`src/sv/rcfe_pkg.sv`:
```
// shared types, constants and the crc byte update for the command frame encoder
// no dependencies; used by rcfe_admit, rcfe_emit and the top level
`default_nettype none

package rcfe_pkg;

   localparam logic [7:0]  HeaderReset = 8'h55;
   localparam logic [15:0] CrcInit     = 16'hFFFF;
   localparam logic [15:0] CrcPoly     = 16'hA001;
   localparam logic [8:0]  LenOverhead = 9'd7;

   // byte positions inside one item's run of output bytes
   localparam logic [2:0] IdxHeader  = 3'd0;
   localparam logic [2:0] IdxTotalLo = 3'd1;
   localparam logic [2:0] IdxTotalHi = 3'd2;
   localparam logic [2:0] IdxFunc    = 3'd3;
   localparam logic [2:0] IdxAddrHi  = 3'd4;
   localparam logic [2:0] IdxData    = 3'd5;
   localparam logic [2:0] IdxCrcLo   = 3'd6;
   localparam logic [2:0] IdxCrcHi   = 3'd7;

   // register select taken from csr address bit 2
   localparam logic RegHeader = 1'b0;

   typedef enum logic {
      CMD_BEGIN   = 1'b0,
      CMD_PAYLOAD = 1'b1
   } cmd_type;

   typedef struct packed {
      logic [2:0] first_idx;
      logic       with_crc;
      logic [8:0] total;
      logic [7:0] function_code;
      logic [7:0] address_high;
      logic [7:0] last_data;
   } item_type;

   // crc-16/modbus, one byte, reflected
   function automatic logic [15:0] crc16_feed(input logic [15:0] crc, input logic [7:0] data);
      logic [15:0] c;
      c = crc ^ {8'h00, data};
      for (int k = 0; k < 8; k++) begin
         if (c[0]) begin
            c = (c >> 1) ^ CrcPoly;
         end else begin
            c = c >> 1;
         end
      end
      return c;
   endfunction

endpackage

`default_nettype wire

```
`src/sv/rcfe_admit.sv`:
```
// input decode: frame open / remaining count tracking, builds the byte run for one item
// depends on rcfe_pkg
`default_nettype none

module rcfe_admit (
   input  wire logic                clock,
   input  wire logic                reset,
   input  wire logic                accept,
   input  wire logic                cmd,
   input  wire logic [7:0]          function_code,
   input  wire logic [7:0]          address_high,
   input  wire logic [7:0]          address_low,
   input  wire logic [7:0]          payload_length,
   input  wire logic [7:0]          payload_byte,
   output      logic                keep,
   output      rcfe_pkg::item_type  item
);
   import rcfe_pkg::*;

   logic       frame_open_ff, frame_open_in;
   logic [7:0] remaining_ff, remaining_in;
   logic [7:0] remaining_dec;

   assign remaining_dec = remaining_ff - 8'd1;

   always_comb begin
      item               = '0;
      item.function_code = function_code;
      item.address_high  = address_high;
      item.total         = {1'b0, payload_length} + LenOverhead;
      keep               = 1'b0;
      frame_open_in      = frame_open_ff;
      remaining_in       = remaining_ff;
      case (cmd_type'(cmd))
         CMD_BEGIN: begin
            keep           = 1'b1;
            item.first_idx = IdxHeader;
            item.with_crc  = (payload_length == 8'd0);
            item.last_data = address_low;
            frame_open_in  = (payload_length != 8'd0);
            remaining_in   = payload_length;
         end
         CMD_PAYLOAD: begin
            // payload with no open frame is dropped
            keep           = frame_open_ff;
            item.first_idx = IdxData;
            item.with_crc  = (remaining_dec == 8'd0);
            item.last_data = payload_byte;
            if (frame_open_ff) begin
               frame_open_in = (remaining_dec != 8'd0);
               remaining_in  = remaining_dec;
            end
         end
         default: begin
            keep = 1'b0;
         end
      endcase
   end

   always_ff @(posedge clock) begin
      if (reset) begin
         frame_open_ff <= 1'b0;
         remaining_ff  <= 8'd0;
      end else if (accept) begin
         frame_open_ff <= frame_open_in;
         remaining_ff  <= remaining_in;
      end
   end

endmodule

`default_nettype wire

```
`src/sv/rcfe_emit.sv`:
```
// item register, byte select with running crc, and the result output register
// depends on rcfe_pkg
`default_nettype none

module rcfe_emit (
   input  wire logic                clock,
   input  wire logic                reset,
   input  wire logic                accept,
   input  wire logic                keep,
   input  wire rcfe_pkg::item_type  item,
   input  wire logic [7:0]          header_byte,
   output      logic                slot_free,
   output      logic                rsp_tvalid,
   input  wire logic                rsp_tready,
   output      logic [7:0]          rsp_tdata,
   output      logic                rsp_tlast,
   output      logic                rsp_tuser
);
   import rcfe_pkg::*;

   logic        cur_valid_ff, cur_valid_in;
   logic [2:0]  idx_ff, idx_in;
   item_type    item_ff, item_in;
   logic [15:0] crc_ff, crc_in;
   logic        rsp_valid_ff, rsp_valid_in;
   logic [7:0]  rsp_byte_ff, rsp_byte_in;
   logic        rsp_last_ff, rsp_last_in;
   logic        rsp_end_ff, rsp_end_in;

   logic        issue, done;
   logic [2:0]  last_idx;
   logic [7:0]  cur_byte;
   logic [15:0] crc_base;

   assign last_idx  = item_ff.with_crc ? IdxCrcHi : IdxData;
   assign issue     = cur_valid_ff && (!rsp_valid_ff || rsp_tready);
   assign done      = issue && (idx_ff == last_idx);
   assign slot_free = !cur_valid_ff || done;
   assign crc_base  = (idx_ff == IdxHeader) ? CrcInit : crc_ff;

   always_comb begin
      case (idx_ff)
         IdxHeader:  cur_byte = header_byte;
         IdxTotalLo: cur_byte = item_ff.total[7:0];
         IdxTotalHi: cur_byte = {7'd0, item_ff.total[8]};
         IdxFunc:    cur_byte = item_ff.function_code;
         IdxAddrHi:  cur_byte = item_ff.address_high;
         IdxData:    cur_byte = item_ff.last_data;
         IdxCrcLo:   cur_byte = crc_ff[7:0];
         IdxCrcHi:   cur_byte = crc_ff[15:8];
         default:    cur_byte = 8'd0;
      endcase
   end

   always_comb begin
      cur_valid_in = cur_valid_ff;
      idx_in       = idx_ff;
      item_in      = item_ff;
      crc_in       = crc_ff;
      if (issue && (idx_ff <= IdxData)) begin
         crc_in = crc16_feed(crc_base, cur_byte);
      end
      if (accept && keep) begin
         cur_valid_in = 1'b1;
         idx_in       = item.first_idx;
         item_in      = item;
      end else if (done) begin
         cur_valid_in = 1'b0;
      end else if (issue) begin
         idx_in = idx_ff + 3'd1;
      end
   end

   always_comb begin
      rsp_valid_in = rsp_valid_ff;
      rsp_byte_in  = rsp_byte_ff;
      rsp_last_in  = rsp_last_ff;
      rsp_end_in   = rsp_end_ff;
      if (issue) begin
         rsp_valid_in = 1'b1;
         rsp_byte_in  = cur_byte;
         rsp_last_in  = (idx_ff == last_idx);
         rsp_end_in   = (idx_ff == IdxCrcHi);
      end else if (rsp_tready) begin
         rsp_valid_in = 1'b0;
      end
   end

   always_ff @(posedge clock) begin
      if (reset) begin
         cur_valid_ff <= 1'b0;
         idx_ff       <= IdxHeader;
         crc_ff       <= CrcInit;
         rsp_valid_ff <= 1'b0;
      end else begin
         cur_valid_ff <= cur_valid_in;
         idx_ff       <= idx_in;
         crc_ff       <= crc_in;
         rsp_valid_ff <= rsp_valid_in;
      end
   end

   always_ff @(posedge clock) begin
      item_ff     <= item_in;
      rsp_byte_ff <= rsp_byte_in;
      rsp_last_ff <= rsp_last_in;
      rsp_end_ff  <= rsp_end_in;
   end

   assign rsp_tvalid = rsp_valid_ff;
   assign rsp_tdata  = rsp_byte_ff;
   assign rsp_tlast  = rsp_last_ff;
   assign rsp_tuser  = rsp_end_ff;

endmodule

`default_nettype wire

```
`src/sv/radar_command_frame_encoder.sv`:
```
// serial command frame encoder with crc-16/modbus trailer, top level
// depends on rcfe_pkg, rcfe_admit and rcfe_emit
// path: an input transfer loads the item register; its first byte then passes through the result register
// throughput: one output byte per cycle unless the receiver stalls; a payload item gives its
//   data byte (and the crc pair if it closes a frame), a begin item header through data (and
//   the crc pair with an empty payload) through the single byte lane of the item register
// reset: synchronous, clears frame state, crc to 0xffff, header register to 0x55
`default_nettype none

module radar_command_frame_encoder (
   input  wire logic        clock,
   input  wire logic        reset,
   // input channel
   input  wire logic        req_tvalid,
   output      logic        req_tready,
   // function_code, address_high, address_low, payload_length, payload_byte
   input  wire logic [39:0] req_tdata,
   // cmd
   input  wire logic        req_tuser,
   // result channel
   output      logic        rsp_tvalid,
   input  wire logic        rsp_tready,
   // out_byte
   output      logic [7:0]  rsp_tdata,
   // run_last
   output      logic        rsp_tlast,
   // frame_end
   output      logic        rsp_tuser,
   // configuration port
   input  wire logic        csr_psel,
   input  wire logic        csr_penable,
   input  wire logic        csr_pwrite,
   input  wire logic [2:0]  csr_paddr,
   input  wire logic [31:0] csr_pwdata,
   output      logic [31:0] csr_prdata,
   output      logic        csr_pready
);
   import rcfe_pkg::*;

   logic [7:0] header_byte_ff;
   logic       csr_write;
   logic       accept;
   logic       keep;
   logic       slot_free;
   item_type   item;

   // csr port: no wait states, single header register at address 0
   assign csr_pready = 1'b1;
   assign csr_write  = csr_psel && csr_penable && csr_pwrite && csr_pready;

   always_ff @(posedge clock) begin
      if (reset) begin
         header_byte_ff <= HeaderReset;
      end else if (csr_write && (csr_paddr[2] == RegHeader)) begin
         header_byte_ff <= csr_pwdata[7:0];
      end
   end

   assign csr_prdata = (csr_paddr[2] == RegHeader) ? {24'd0, header_byte_ff} : 32'd0;

   // an input transfer is taken whenever the item register is empty or frees this cycle
   assign req_tready = slot_free;
   assign accept     = req_tvalid && req_tready;

   // decode the item and track the open frame
   rcfe_admit u_admit (
      .clock          (clock),
      .reset          (reset),
      .accept         (accept),
      .cmd            (req_tuser),
      .function_code  (req_tdata[7:0]),
      .address_high   (req_tdata[15:8]),
      .address_low    (req_tdata[23:16]),
      .payload_length (req_tdata[31:24]),
      .payload_byte   (req_tdata[39:32]),
      .keep           (keep),
      .item           (item)
   );

   // walk the item's bytes, update crc, drive the result register
   rcfe_emit u_emit (
      .clock       (clock),
      .reset       (reset),
      .accept      (accept),
      .keep        (keep),
      .item        (item),
      .header_byte (header_byte_ff),
      .slot_free   (slot_free),
      .rsp_tvalid  (rsp_tvalid),
      .rsp_tready  (rsp_tready),
      .rsp_tdata   (rsp_tdata),
      .rsp_tlast   (rsp_tlast),
      .rsp_tuser   (rsp_tuser)
   );

endmodule

`default_nettype wire

```
`config.mk`:
```
export PLATFORM = sky130hd
export DESIGN_NAME = radar_command_frame_encoder
export DESIGN_NICKNAME = d
export VERILOG_FILES = /design/src/sv/rcfe_pkg.sv /design/src/sv/rcfe_admit.sv /design/src/sv/rcfe_emit.sv /design/src/sv/radar_command_frame_encoder.sv
export SDC_FILE = /design/constraint.sdc
export NUM_CORES = 1
export LEC_CHECK = 0
export ABC_AREA = 1
export BUFFER_PORTS_ARGS = -buffer_cell sky130_fd_sc_hd__buf_2
export CAP_MARGIN = 10
export CORE_ASPECT_RATIO = 1.4
export CORE_UTILIZATION = 55
export DETAILED_ROUTE_END_ITERATION = 16
export PLACE_DENSITY = 0.89
export RECOVER_POWER = 25
export SYNTH_ARGS = -nofsm -noshare
export SYNTH_HDL_FRONTEND = slang
export SYNTH_SLANG_ARGS = --single-unit
```
`constraint.sdc`:
```
create_clock -name clock -period 8.4 [get_ports clock]
set_clock_uncertainty 0.05 [all_clocks]
set_input_delay 0.84 -clock clock [delete_from_list [all_inputs] [get_ports clock]]
set_output_delay 0.84 -clock clock [all_outputs]
set_load 0.1 [all_outputs]
```
==> out/metrics.cfg <==
[setup_path]
required_ns = 8.62
crit_type = reg -> reg
rrSetupSlack_ns = 4.90
end_kind = flip-flop
reg2reg_to = u_admit.remaining_ff[5]$_SDFFE_PP0P_
reg2reg_from = u_emit.idx_ff[2]$_SDFFE_PP0P_
startpoint_type = flip-flop
worstRegToRegCells = 11
crit_fanout = 46
cp.arrival_ns = 3.72

[routing]
drt_drc_violations_left = 0
drtAntennaViolNets = 0
wl_mm = 10.4
vias_per_cell = 5.43
dr.pass1.iters = 5
vias = 3987
wire_per_inst_microns = 14.2
drt_iter0_drc = 351

[timing]
drv_slew = 0
max_freq_ghz = 0.286
period_needed_ns = 3.50
min_period_over_period_pct = 41.7
rsz0062_at_grt = false
worst_pin_slew_ns = 1.09
maxSlewHeadroom_pct = 27.0
setup_ws_ns = 4.90
fin_tns_setup_ns = 0
finalSetupViolCount = 0
finalHoldViolations = 0

[placed_design]
dp_hpwl_mm = 7.59
placedCellCount = 718
globalplace.congestion = 0.888
io_buffers = 76
pre_cts_ws_ns = 4.71

[layout]
regArea_sq_um = 2080
fin_cells = 734
area.growth.synth_to_final_pct = 12.1
antenna_cells = 0
layout-drive-gt1-share_pct = 19.4
multiInputGateArea_sq_um = 2010
utilization_pct = 64.7
nets = 721
fillers = 637

[worst_hold_path]
min_path_type = reg -> reg
min_to = u_emit.rsp_tvalid$_SDFFE_PP0P_
hold_path_depth = 2
worstHoldStart = u_emit.cur_valid_ff$_SDFFE_PP0P_

[synthesis]
synth_top_area_cell = edfxtp_1
syn_area_sq_um = 4530
yosys_warnings = 0
synth_edf_count = 44
yosysMostFrequentCell = nand2_1
yosys-top-cells-area = edfxtp_1 29%, dfxtp_1 17%, nand2_1 11%
synth_seq_cells = 82
synth_area_per_cell_sq_um = 8.08
ys.flop_type = edfxtp_1
yosysSeqAreaShare_pct = 46.0
synth_commonest_cells = 132 x nand2_1, 63 x inv_1, 44 x edfxtp_1, 39 x nand3_1
synth_top_area_share_pct = 29.2
async_reset_ff_share_pct = 0
synthCells = 561
synth_cell_types = 37

[grt]
grt_pass1_vias = 3827
grt_pass1_wl_mm = 17.0
antenna_found_initial = 0
overflow = 0
track_usage_pct = 26.1
grt_max_degree = 47

[clock_network]
h-tree-depth = 3
cts_resized = 0
cts_hold_buf = 0
cts_setup_buffers = 0
cts_tree = done
path_clk_slew_ns = 0.07
cts_inserted_buffers = 9
cts.path.max_buffers = 2
clk_latency_ns = 0.36
clockRootBuffer = clkbuf_8
cts.sinks = 82

[job]
cap_violations = 0

[pwr]
leakagePower_uw = 0.00236
peakVddDrop_uv = 141
powerDensity_nw_per_um2 = 215

[floorplan]
chipWidth_microns = 78.7
start_util_pct = 57.8
core_sq_um = 7850
rows = 38
dieArea_sq_um = 8610
die_h_microns = 109
io_pins = 128

[run_status]
outcome = finished clean

[flip-flops by register name, indices dropped and copies added (netlist names)]
| signal | cells |
|---|---|
| u_emit.rsp_tvalid | 1 |
| u_admit.remaining_ff | 8 |
| u_admit.frame_open_ff | 1 |
| u_emit.rsp_tuser | 1 |
| u_emit.rsp_tdata | 8 |
| u_emit.crc_ff | 16 |
| u_emit.idx_ff | 3 |
| header_byte_ff | 8 |
| u_emit.rsp_tlast | 1 |
| u_emit.cur_valid_ff | 1 |
| u_emit.item_ff | 34 |
[cells by family (layout without fill, tap and decap cells)]
kind of cell	after synthesis	count (layout)	share of synthesized area, %
fa+ha+maj	9	9	2.49
buf+inv	115	165	11.8
flops	82	82	46.0
compound gates	86	86	10.9
xor+xnor	14	14	2.71
simple gates	253	253	26.0
other cells	2	25	0.166
[worst max-delay path: stages, from the launching register on]
cell and delay (ns):
dfxtp_1 0.65, inv_1 0.24, nor2_1 0.15, and3_1 0.21
a21oi_1 0.09, inv_1 0.08, nand2_1 0.09, nor2_4 0.83
inv_1 0.44, a21oi_1 0.23, o21ai_0 0.14, a21oi_1 0.20
[per-stage QoR]
| step | cell area [sq um] | hold WS [ns] | total power, uW |
|---|---|---|---|
| final | 5080 | 0.435 | 1090 |
| after CTS | 5080 | 0.428 | 1090 |
| after global placement | 4870 | 0.399 | 777 |
| after global routing | 5080 | 0.447 | 1140 |
| after detailed placement | 4870 | 0.409 | 789 |
| after floorplan | 4620 | 0.386 | 738 |
[worst max-delay path by stage]
stage,to,start,slack [ns]
finish,u_admit.remaining_ff[5]$_SDFFE_PP0P_,u_emit.idx_ff[2]$_SDFFE_PP0P_,4.90
global route,u_admit.remaining_ff[5]$_SDFFE_PP0P_,u_emit.idx_ff[2]$_SDFFE_PP0P_,4.43
CTS,u_admit.remaining_ff[5]$_SDFFE_PP0P_,u_emit.idx_ff[2]$_SDFFE_PP0P_,5.01
detailed placement,u_admit.remaining_ff[5]$_SDFFE_PP0P_,req_tuser,4.71
global placement,u_admit.remaining_ff[5]$_SDFFE_PP0P_,req_tuser,4.86
floorplan,u_emit.item_ff[0]$_DFFE_PP_,rsp_tready,4.82
[report_power, final]
group          switching [uW]  internal (uW)
clock network             141            165
registers                16.0            456
logic                     239           76.8
total                     396            698
[layout by cell type, fill, tap and decap left out, drive strengths merged]
cell type,instances
nand2,144
buf,75
inv,72
nand3,46
edfxtp,44
nor2,44
dfxtp,38
a21oi,32
o21ai,32
conb,25
nand4,12
clkbuf,12
xor2,11
o211ai,10
ha,9
clkinv,4
xnor2,3
a31oi,3
a211oi,3
and3,2
nor3,2
a221oi,2
nor4,2
bufinv,2
a22o,1
o31ai,1
a211o,1
o21a,1
nand3b,1
[area by class of cell]
type,instances,share of cell area [%]
inverter,72,5.32
clock buffer,10,2.51
clock inverter,6,1.60
tap,100,2.46
multi-input combinational,387,39.5
sequential,82,41.0
timing repair buffer,77,7.59
[layer usage]
| metal | part of all wire (%) | vias to the layer above | global-route usage (%) | wire (microns) |
|---|---|---|---|---|
| met1 | 36 | 1819 | 27.7 | 3700 |
| met2 | 54 | 196 | 47.1 | 5610 |
| met4 | 4.1 | 0 | 16.0 | 427 |
| met5 | 0 | - | 0 | 0 |
| met3 | 6.3 | 38 | 5.56 | 657 |
| li1 | - | 1934 | - | - |
(Power assumes the default switching activity.)
